<file path="config.mk">
export PLATFORM = sky130hd
export DESIGN_NAME = two_class_priority_queue_top
export DESIGN_NICKNAME = d
export VERILOG_FILES = /design/src/hdl/tcpq_pkg.sv /design/src/hdl/tcpq_ctrl.sv /design/src/hdl/tcpq_dp.sv /design/src/hdl/two_class_priority_queue_top.sv
export SDC_FILE = /design/constraint.sdc
export NUM_CORES = 1
export LEC_CHECK = 0
export ABC_AREA = 1
export BUFFER_PORTS_ARGS = -buffer_cell sky130_fd_sc_hd__buf_2
export CORE_MARGIN = 2
export CORE_UTILIZATION = 50
export DETAILED_ROUTE_END_ITERATION = 6
export MAX_ROUTING_LAYER = met4
export PLACE_DENSITY = 0.65
export SYNTH_ARGS = -nofsm -noshare
export SYNTH_HDL_FRONTEND = slang
export SYNTH_SLANG_ARGS = --single-unit
</file>
<file path="constraint.sdc">
create_clock -name clk -period 4.3 [get_ports clk]
set_input_delay 0.43 -clock clk [delete_from_list [all_inputs] [get_ports clk]]
set_output_delay 0.43 -clock clk [all_outputs]
set_load 0.01 [all_outputs]
</file>
<file path="src/hdl/tcpq_pkg.sv">
// Package for the two-class priority queue: item structs, codes, default sizes.
// No dependencies; imported by every module of the block.
package tcpq_pkg;

  localparam int QUEUE_DEPTH_DEF = 16;
  localparam int TAG_W           = 8;
  localparam int COUNT_W         = 5;

  typedef enum logic {
    OP_INSERT = 1'b0,
    OP_REMOVE = 1'b1
  } op_t;

  typedef enum logic {
    CLS_READ  = 1'b0,
    CLS_INPUT = 1'b1
  } cls_t;

  typedef enum logic [1:0] {
    ST_OK        = 2'd0,
    ST_FULL      = 2'd1,
    ST_EMPTY     = 2'd2,
    ST_NOT_FOUND = 2'd3
  } status_t;

  typedef struct packed {
    op_t              op;
    logic [TAG_W-1:0] query_tag;
    cls_t             query_class;
  } req_item_t;

  typedef struct packed {
    status_t            status;
    logic [COUNT_W-1:0] entry_count;
    logic [COUNT_W-1:0] reads_held;
    logic               head_valid;
    logic [TAG_W-1:0]   head_tag;
    cls_t               head_class;
  } rsp_item_t;

  typedef enum logic {
    S_IDLE = 1'b0,
    S_EXEC = 1'b1
  } ctrl_state_t;

  // controller -> datapath
  typedef struct packed {
    logic capture;  // latch the accepted request
    logic exec;     // apply it to the cells and load the result register
  } tcpq_cmd_t;

endpackage

</file>
<file path="src/hdl/tcpq_ctrl.sv">
// Controller FSM for the two-class priority queue: handshakes and sequencing.
// Depends on tcpq_pkg.
module tcpq_ctrl (
  input  logic                clk,
  input  logic                rst,
  input  logic                req_valid,
  output logic                req_ready,
  output logic                rsp_valid,
  input  logic                rsp_ready,
  output tcpq_pkg::tcpq_cmd_t cmd
);
  import tcpq_pkg::*;

  ctrl_state_t state, state_next;
  logic        rsp_valid_next;

  // next state
  always_comb begin
    state_next = state;
    case (state)
      S_IDLE: begin
        if (req_valid && req_ready) state_next = S_EXEC;
      end
      S_EXEC: state_next = S_IDLE;
      default: state_next = S_IDLE;
    endcase
  end

  // outputs
  always_comb begin
    req_ready   = 1'b0;
    cmd.capture = 1'b0;
    cmd.exec    = 1'b0;
    case (state)
      S_IDLE: begin
        // result register is free, or is being drained this cycle
        req_ready   = !rsp_valid || rsp_ready;
        cmd.capture = req_valid && req_ready;
      end
      S_EXEC: cmd.exec = 1'b1;
      default: begin
        req_ready   = 1'b0;
        cmd.capture = 1'b0;
        cmd.exec    = 1'b0;
      end
    endcase
  end

  always_comb begin
    rsp_valid_next = rsp_valid;
    if (rsp_valid && rsp_ready) rsp_valid_next = 1'b0;
    if (cmd.exec) rsp_valid_next = 1'b1;
  end

  always_ff @(posedge clk) begin
    if (rst) begin
      state     <= S_IDLE;
      rsp_valid <= 1'b0;
    end else begin
      state     <= state_next;
      rsp_valid <= rsp_valid_next;
    end
  end

endmodule

</file>
<file path="src/hdl/tcpq_dp.sv">
// Datapath for the two-class priority queue: row of tag/class cells with
// parallel match, shift network, counters and result register. Uses tcpq_pkg.
module tcpq_dp #(
  parameter int QUEUE_DEPTH = tcpq_pkg::QUEUE_DEPTH_DEF
) (
  input  logic                clk,
  input  logic                rst,
  input  tcpq_pkg::tcpq_cmd_t cmd,
  input  tcpq_pkg::req_item_t req,
  output tcpq_pkg::rsp_item_t rsp
);
  import tcpq_pkg::*;

  localparam int CNTW = $clog2(QUEUE_DEPTH + 1);
  localparam int LVL  = $clog2(QUEUE_DEPTH);

  req_item_t q;

  // cells, front at index 0
  logic [TAG_W-1:0] slot_tag   [QUEUE_DEPTH];
  cls_t             slot_class [QUEUE_DEPTH];
  logic [TAG_W-1:0] slot_tag_next   [QUEUE_DEPTH];
  cls_t             slot_class_next [QUEUE_DEPTH];

  logic [CNTW-1:0] fill, fill_next;
  logic [CNTW-1:0] rcnt, rcnt_next;

  logic [QUEUE_DEPTH-1:0] match;
  logic [QUEUE_DEPTH-1:0] cls_vec;
  logic [QUEUE_DEPTH-1:0] pre [LVL+1];
  logic [QUEUE_DEPTH-1:0] at_or_after;
  logic [QUEUE_DEPTH-1:0] first_hit;
  logic                   found;
  logic                   hit_read;
  logic [CNTW-1:0]        ins_pos;
  status_t                status;
  logic                   upd;
  rsp_item_t              rsp_next;

  // tag compare in every live cell
  always_comb begin
    for (int i = 0; i < QUEUE_DEPTH; i++) begin
      match[i]   = (slot_tag[i] == q.query_tag) && (CNTW'(i) < fill);
      cls_vec[i] = (slot_class[i] == CLS_INPUT);
    end
  end

  // log-depth prefix OR: bit i set when some match sits at or before cell i
  always_comb begin
    pre[0] = match;
    for (int k = 0; k < LVL; k++) begin
      for (int i = 0; i < QUEUE_DEPTH; i++) begin
        pre[k+1][i] = pre[k][i];
        if (i >= (1 << k)) pre[k+1][i] = pre[k][i] | pre[k][i - (1 << k)];
      end
    end
  end

  assign at_or_after = pre[LVL];
  assign first_hit   = at_or_after & ~(at_or_after << 1);
  assign found       = at_or_after[QUEUE_DEPTH-1];
  assign hit_read    = ~|(first_hit & cls_vec);
  assign ins_pos     = (q.query_class == CLS_INPUT) ? fill : rcnt;

  always_comb begin
    status = ST_OK;
    if (q.op == OP_INSERT) begin
      if (fill == CNTW'(QUEUE_DEPTH)) status = ST_FULL;
    end else begin
      if (fill == '0) status = ST_EMPTY;
      else if (!found) status = ST_NOT_FOUND;
    end
  end

  assign upd = (status == ST_OK);

  // shift network: insert opens a gap at ins_pos, remove closes over the hit
  always_comb begin
    for (int i = 0; i < QUEUE_DEPTH; i++) begin
      slot_tag_next[i]   = slot_tag[i];
      slot_class_next[i] = slot_class[i];
      if (upd) begin
        if (q.op == OP_INSERT) begin
          if (CNTW'(i) == ins_pos) begin
            slot_tag_next[i]   = q.query_tag;
            slot_class_next[i] = q.query_class;
          end else if (i > 0 && CNTW'(i) > ins_pos) begin
            slot_tag_next[i]   = slot_tag[i-1];
            slot_class_next[i] = slot_class[i-1];
          end
        end else if (at_or_after[i] && i < QUEUE_DEPTH - 1) begin
          slot_tag_next[i]   = slot_tag[i+1];
          slot_class_next[i] = slot_class[i+1];
        end
      end
    end
  end

  always_comb begin
    fill_next = fill;
    rcnt_next = rcnt;
    if (upd) begin
      if (q.op == OP_INSERT) begin
        fill_next = fill + 1'b1;
        if (q.query_class == CLS_READ) rcnt_next = rcnt + 1'b1;
      end else begin
        fill_next = fill - 1'b1;
        if (hit_read && rcnt != '0) rcnt_next = rcnt - 1'b1;
      end
    end
  end

  always_comb begin
    rsp_next.status      = status;
    rsp_next.entry_count = COUNT_W'(fill_next);
    rsp_next.reads_held  = COUNT_W'(rcnt_next);
    rsp_next.head_valid  = (fill_next != '0);
    rsp_next.head_tag    = rsp_next.head_valid ? slot_tag_next[0] : '0;
    rsp_next.head_class  = rsp_next.head_valid ? slot_class_next[0] : CLS_READ;
  end

  always_ff @(posedge clk) begin
    if (cmd.capture) q <= req;
    if (cmd.exec) begin
      for (int i = 0; i < QUEUE_DEPTH; i++) begin
        slot_tag[i]   <= slot_tag_next[i];
        slot_class[i] <= slot_class_next[i];
      end
      rsp <= rsp_next;
    end
  end

  always_ff @(posedge clk) begin
    if (rst) begin
      fill <= '0;
      rcnt <= '0;
    end else if (cmd.exec) begin
      fill <= fill_next;
      rcnt <= rcnt_next;
    end
  end

endmodule

</file>
<file path="src/hdl/two_class_priority_queue_top.sv">
// Top level of the two-class priority queue: controller plus datapath.
// Depends on tcpq_pkg, tcpq_ctrl and tcpq_dp.
//
// Usage:
//   req channel (req_valid/req_ready/req): one item per insert or remove.
//     Insert places a read-class tag after the last read entry and an
//     input-class tag at the tail. Remove deletes the first matching tag.
//   rsp channel (rsp_valid/rsp_ready/rsp): exactly one item per request,
//     with status, entry and read counts, and the head entry after the step.
//   Sequence: an accepted request is captured in the request register and the
//     controller enters its execute state, then loads the result register and
//     sets rsp_valid; no new request is accepted meanwhile. The cell row does the
//     whole match, shift and count update in the execute cycle.
//   Stall: the result register holds its item until taken; a new request is
//     accepted in the same cycle that the old result is taken.
//   Reset: rst (synchronous) empties the queue, clears rsp_valid and returns
//     the controller to idle. Cell contents are not cleared; cells beyond the
//     fill count are never used, so no clearing pass is needed.
module two_class_priority_queue_top #(
  parameter int QUEUE_DEPTH = tcpq_pkg::QUEUE_DEPTH_DEF
) (
  input  logic                clk,
  input  logic                rst,
  input  logic                req_valid,
  output logic                req_ready,
  input  tcpq_pkg::req_item_t req,
  output logic                rsp_valid,
  input  logic                rsp_ready,
  output tcpq_pkg::rsp_item_t rsp
);
  import tcpq_pkg::*;

  tcpq_cmd_t cmd;

  // sequencing and handshakes
  tcpq_ctrl u_ctrl (
    .clk       (clk),
    .rst       (rst),
    .req_valid (req_valid),
    .req_ready (req_ready),
    .rsp_valid (rsp_valid),
    .rsp_ready (rsp_ready),
    .cmd       (cmd)
  );

  // cells, match logic, counters, result register
  tcpq_dp #(
    .QUEUE_DEPTH (QUEUE_DEPTH)
  ) u_dp (
    .clk (clk),
    .rst (rst),
    .cmd (cmd),
    .req (req),
    .rsp (rsp)
  );

  // one request in flight: no accept right after an accept
  a_one_in_flight: assert property (@(posedge clk) disable iff (rst)
    (req_valid && req_ready) |=> !req_ready)
    else $error("request accepted while another is executing");

  // a fresh result always follows an accepted request, via the execute state
  a_rsp_follows_req: assert property (@(posedge clk) disable iff (rst)
    $rose(rsp_valid) |-> $past(req_valid && req_ready, 2))
    else $error("result appeared without an accepted request");

  // full is only reported for inserts
  a_full_on_insert: assert property (@(posedge clk) disable iff (rst)
    ($rose(rsp_valid) && rsp.status == ST_FULL) |-> $past(req.op == OP_INSERT, 2))
    else $error("full status reported for a remove");

  // empty and not-found are only reported for removes
  a_remove_codes: assert property (@(posedge clk) disable iff (rst)
    ($rose(rsp_valid) && (rsp.status == ST_EMPTY || rsp.status == ST_NOT_FOUND))
      |-> $past(req.op == OP_REMOVE, 2))
    else $error("remove status reported for an insert");

endmodule
</file>
==> impl_metrics.toml <==
[global_routing]
grt_pass1_wl_um = 60100
overflow = 0
grt_antenna_before_repair = 0
first_global_vias = 10754
grt_max_degree = 88
grtUsageTotal_pct = 30.0

[final_layout]
syn_to_final_growth_pct = 7.04
regArea_mm2 = 0.00553
final_area_mm2 = 0.0138
num_antenna_cells = 0
fillers = 2500
multi_input_area_mm2 = 0.00611
nets = 1770
drive_gt1_share_pct = 9.87
stdcell_count = 2093

[synthesis]
yosys_warnings = 0
yosys-top-cells-area = "edfxtp_1 (41%), nand2_1 (15%), a21oi_1 (7.5%)"
synth_top_area_share_pct = 41.0
synth_most_common_cell = "nand2_1"
synth_compound_area_share_pct = 17.8
synth_top_family_by_area = "simple AND/OR/NAND/NOR gates"
synthesis.area_per_instance_um2 = 7.34
yosys.area.top_type = "edfxtp_1"
muxShareOfSynthArea_pct = 0
synth_fp_nets = 1773
synth_xor_area_share_pct = 3.40
synth_fa_ha_area_share_pct = 0.583
syn_inst = 1753
synth_ff_type = "edfxtp_1"
synthTopCellsByCount = "nand2_1 (513), a21oi_1 (194), o21ai_0 (189)"
synthArstFlopShare_pct = 0
yosysSeqAreaShare_pct = 42.9
synth_edf_count = 176
yosys_register_bits = 188
synthSimpleGateAreaFrac_pct = 25.6
synth_area_mm2 = 0.0129
post_synth_num_cell_types = 45

[power_and_ir_drop]
p_sw_share_pct = 31.1
combPwrFrac_pct = 18.1
p_int_uw = 3080
powerDensity_mw_per_mm2 = 324
p_seq_share_pct = 47.8
clock_power_share_pct = 34.1
peakVddDrop_mv = 0.251
p_leak_uw = 0.00604
switching_power_uw = 1390

[sta]
holdWs_ns = 0.158
final.setup.tns_ns = 0
fin_ws_ns = 0.521
timing.fmax_mhz = 265
timing.slew.headroom_pct = 42.2
rsz0062_at_grt = "false"
hold_violations = 0
setup_viol = 0
final_max_slew_viol_count = 0
timing.final.crit_share_pct = 87.9
finClkSkew_ns = 0.0136
period_needed_ns = 3.78
tightestPinTransition_ns = 0.867

[floorplan]
dieArea_mm2 = 0.0270
dieWidth_um = 164
start_util_pct = 51.0
rows = 58
die_h_um = 164
core_mm2 = 0.0253
io_pins = 38

[place]
place.detailed.hpwl_um = 27800
placedInstanceArea_mm2 = 0.0132
gp_congestion = 0.951
portBuffers = 37
place_ws_ns = 0.618
place_inst = 2061

[cts]
clock_sinks = 188
ctsLongestPathBuffers = 2
cts_resized = 0
cts_tree = "built"
hold_buffers = 0
cts-buffers-inserted = 17
htree_levels = 4
clock-root-buffer = "clkbuf_16"
cts_post_setup_buffers_inserted = 0
worstSkewPairLatency_ns = 0.44
clkSlewWorstSetupHoldPaths_ns = 0.08

[route]
via_count = 11811
drcViolationCount = 0
via_per_inst = 5.64
ant_nets = 0
wirelength_um = 38900
drtIter0Drc = 1317
drtPass1Iterations = 5
wire_per_inst_um = 18.6

[setup_path]
critical_path_class = "register to register"
crit_path_start = "u_dp.q[0]"
rr_startpoint = "u_dp.q[0]"
crit_fanout = 17
cpMaxStageDelayCell = "edfxtp_1"
arrival_ns = 3.92
worst_setup_path_start_kind = "register"
crit_chain = "buf_4, inv_1, nor2_1, a21oi_2, inv_2, nand2_1, nor2_1, inv_1, a221oi_1, buf_4"
cp.required_ns = 4.44
cp_top_family = "buffers and inverters"
end_kind = "register"
slowest_delay_ns = 0.58
critPathBufInv = 5

[worst_hold_path]
hold_path_class = "input port to register"
worstHoldStart = "req[7]"

[run_status]
status = "complete, no violations"

[run]
maxCapViolCount = 0
==> cells in the final DEF, fill, tap and decap left out, drive strengths merged <==
cell type / count
dfxtp: 12
nand2: 527
a22oi: 1
a21oi: 195
nor2: 176
clkinv: 6
ha: 6
inv: 196
clkbuf: 19
edfxtp: 176
a221oi: 5
clkinvlp: 3
xor2: 19
a31oi: 12
o21ai: 194
o22ai: 2
or2: 1
buf: 74
a211o: 1
o311ai: 2
nor3: 11
nand3b: 1
o211ai: 10
xnor2: 31
nand4: 20
and2: 1
nand3: 56
a211oi: 6
==> layer usage <==
metal / vias to the layer above / part of all wire [%] / GRT usage [%]
met3: 66 / 7.4 / 4.87
met4: 0 / 3.0 / 9.60
met1: 5455 / 45 / 41.8
met5: - / 0 / -
met2: 513 / 44 / 44.8
li1: 5777 / - / -
==> stage by stage <==
step / power, uW / util (%)
2_1_floorplan: 2760 / -
3_3_place_gp: 2960 / 52.4
3_5_place_dp: 2970 / 52.4
4_1_cts: 4470 / 54.6
5_1_grt: 4660 / 54.6
6_report: 4470 / 54.6
==> worst reg2reg max path, delay by kind of cell (launching register included) <==
kind,cells,cell delay [ns]
simple gates,3,1.00
compound gates,2,0.61
flops,1,0.58
buf+inv,5,1.31
==> worst paths after layout <==
kind / endpoint / slack, ns / depth (start not counted)
min: u_dp.q[7] / 0.16 / 1
min reg2reg: u_dp.rcnt[4] / 0.53 / 2
max reg2reg: u_dp.slot_tag[1][22] / 0.52 / 10
max: u_dp.slot_tag[1][22] / 0.52 / 10
==> cells by family (layout without fill, tap and decap cells) <==
kind of cell,count (synthesis),in the layout
AND/OR/NAND/NOR,793,793
adder cells (fa/ha/maj),6,6
AO/OA/AOI/OAI,428,428
buffers and inverters,288,298
flip-flops,188,188
XOR/XNOR,50,50
==> layout make-up <==
type / count / area share [%]
clock buffer: 19 / 3.14
clock inverter: 13 / 0.808
inverter: 192 / 5.28
multi-input combinational: 1277 / 44.3
sequential: 188 / 40.1
tap: 330 / 3.00
timing repair buffer: 74 / 3.36
==> flip-flops by register name, indices dropped and copies added (netlist names) <==
signal,flops
u_dp.slot_tag,128
u_dp.rsp,22
u_dp.slot_class,16
u_dp.q,10
u_dp.fill,5
u_dp.rcnt,5
u_ctrl.rsp_valid,1
u_ctrl.state,1
==> power groups by stage <==
stage                     Combinational, uW  Clock [uW]  Sequential (uW)
after floorplan                         591           0             2170
after global placement                  783           0             2180
after detailed placement                795           0             2180
after CTS                               799        1540             2140
after global routing                    903        1620             2140
final                                   809        1520             2140
(Power assumes the default switching activity.)
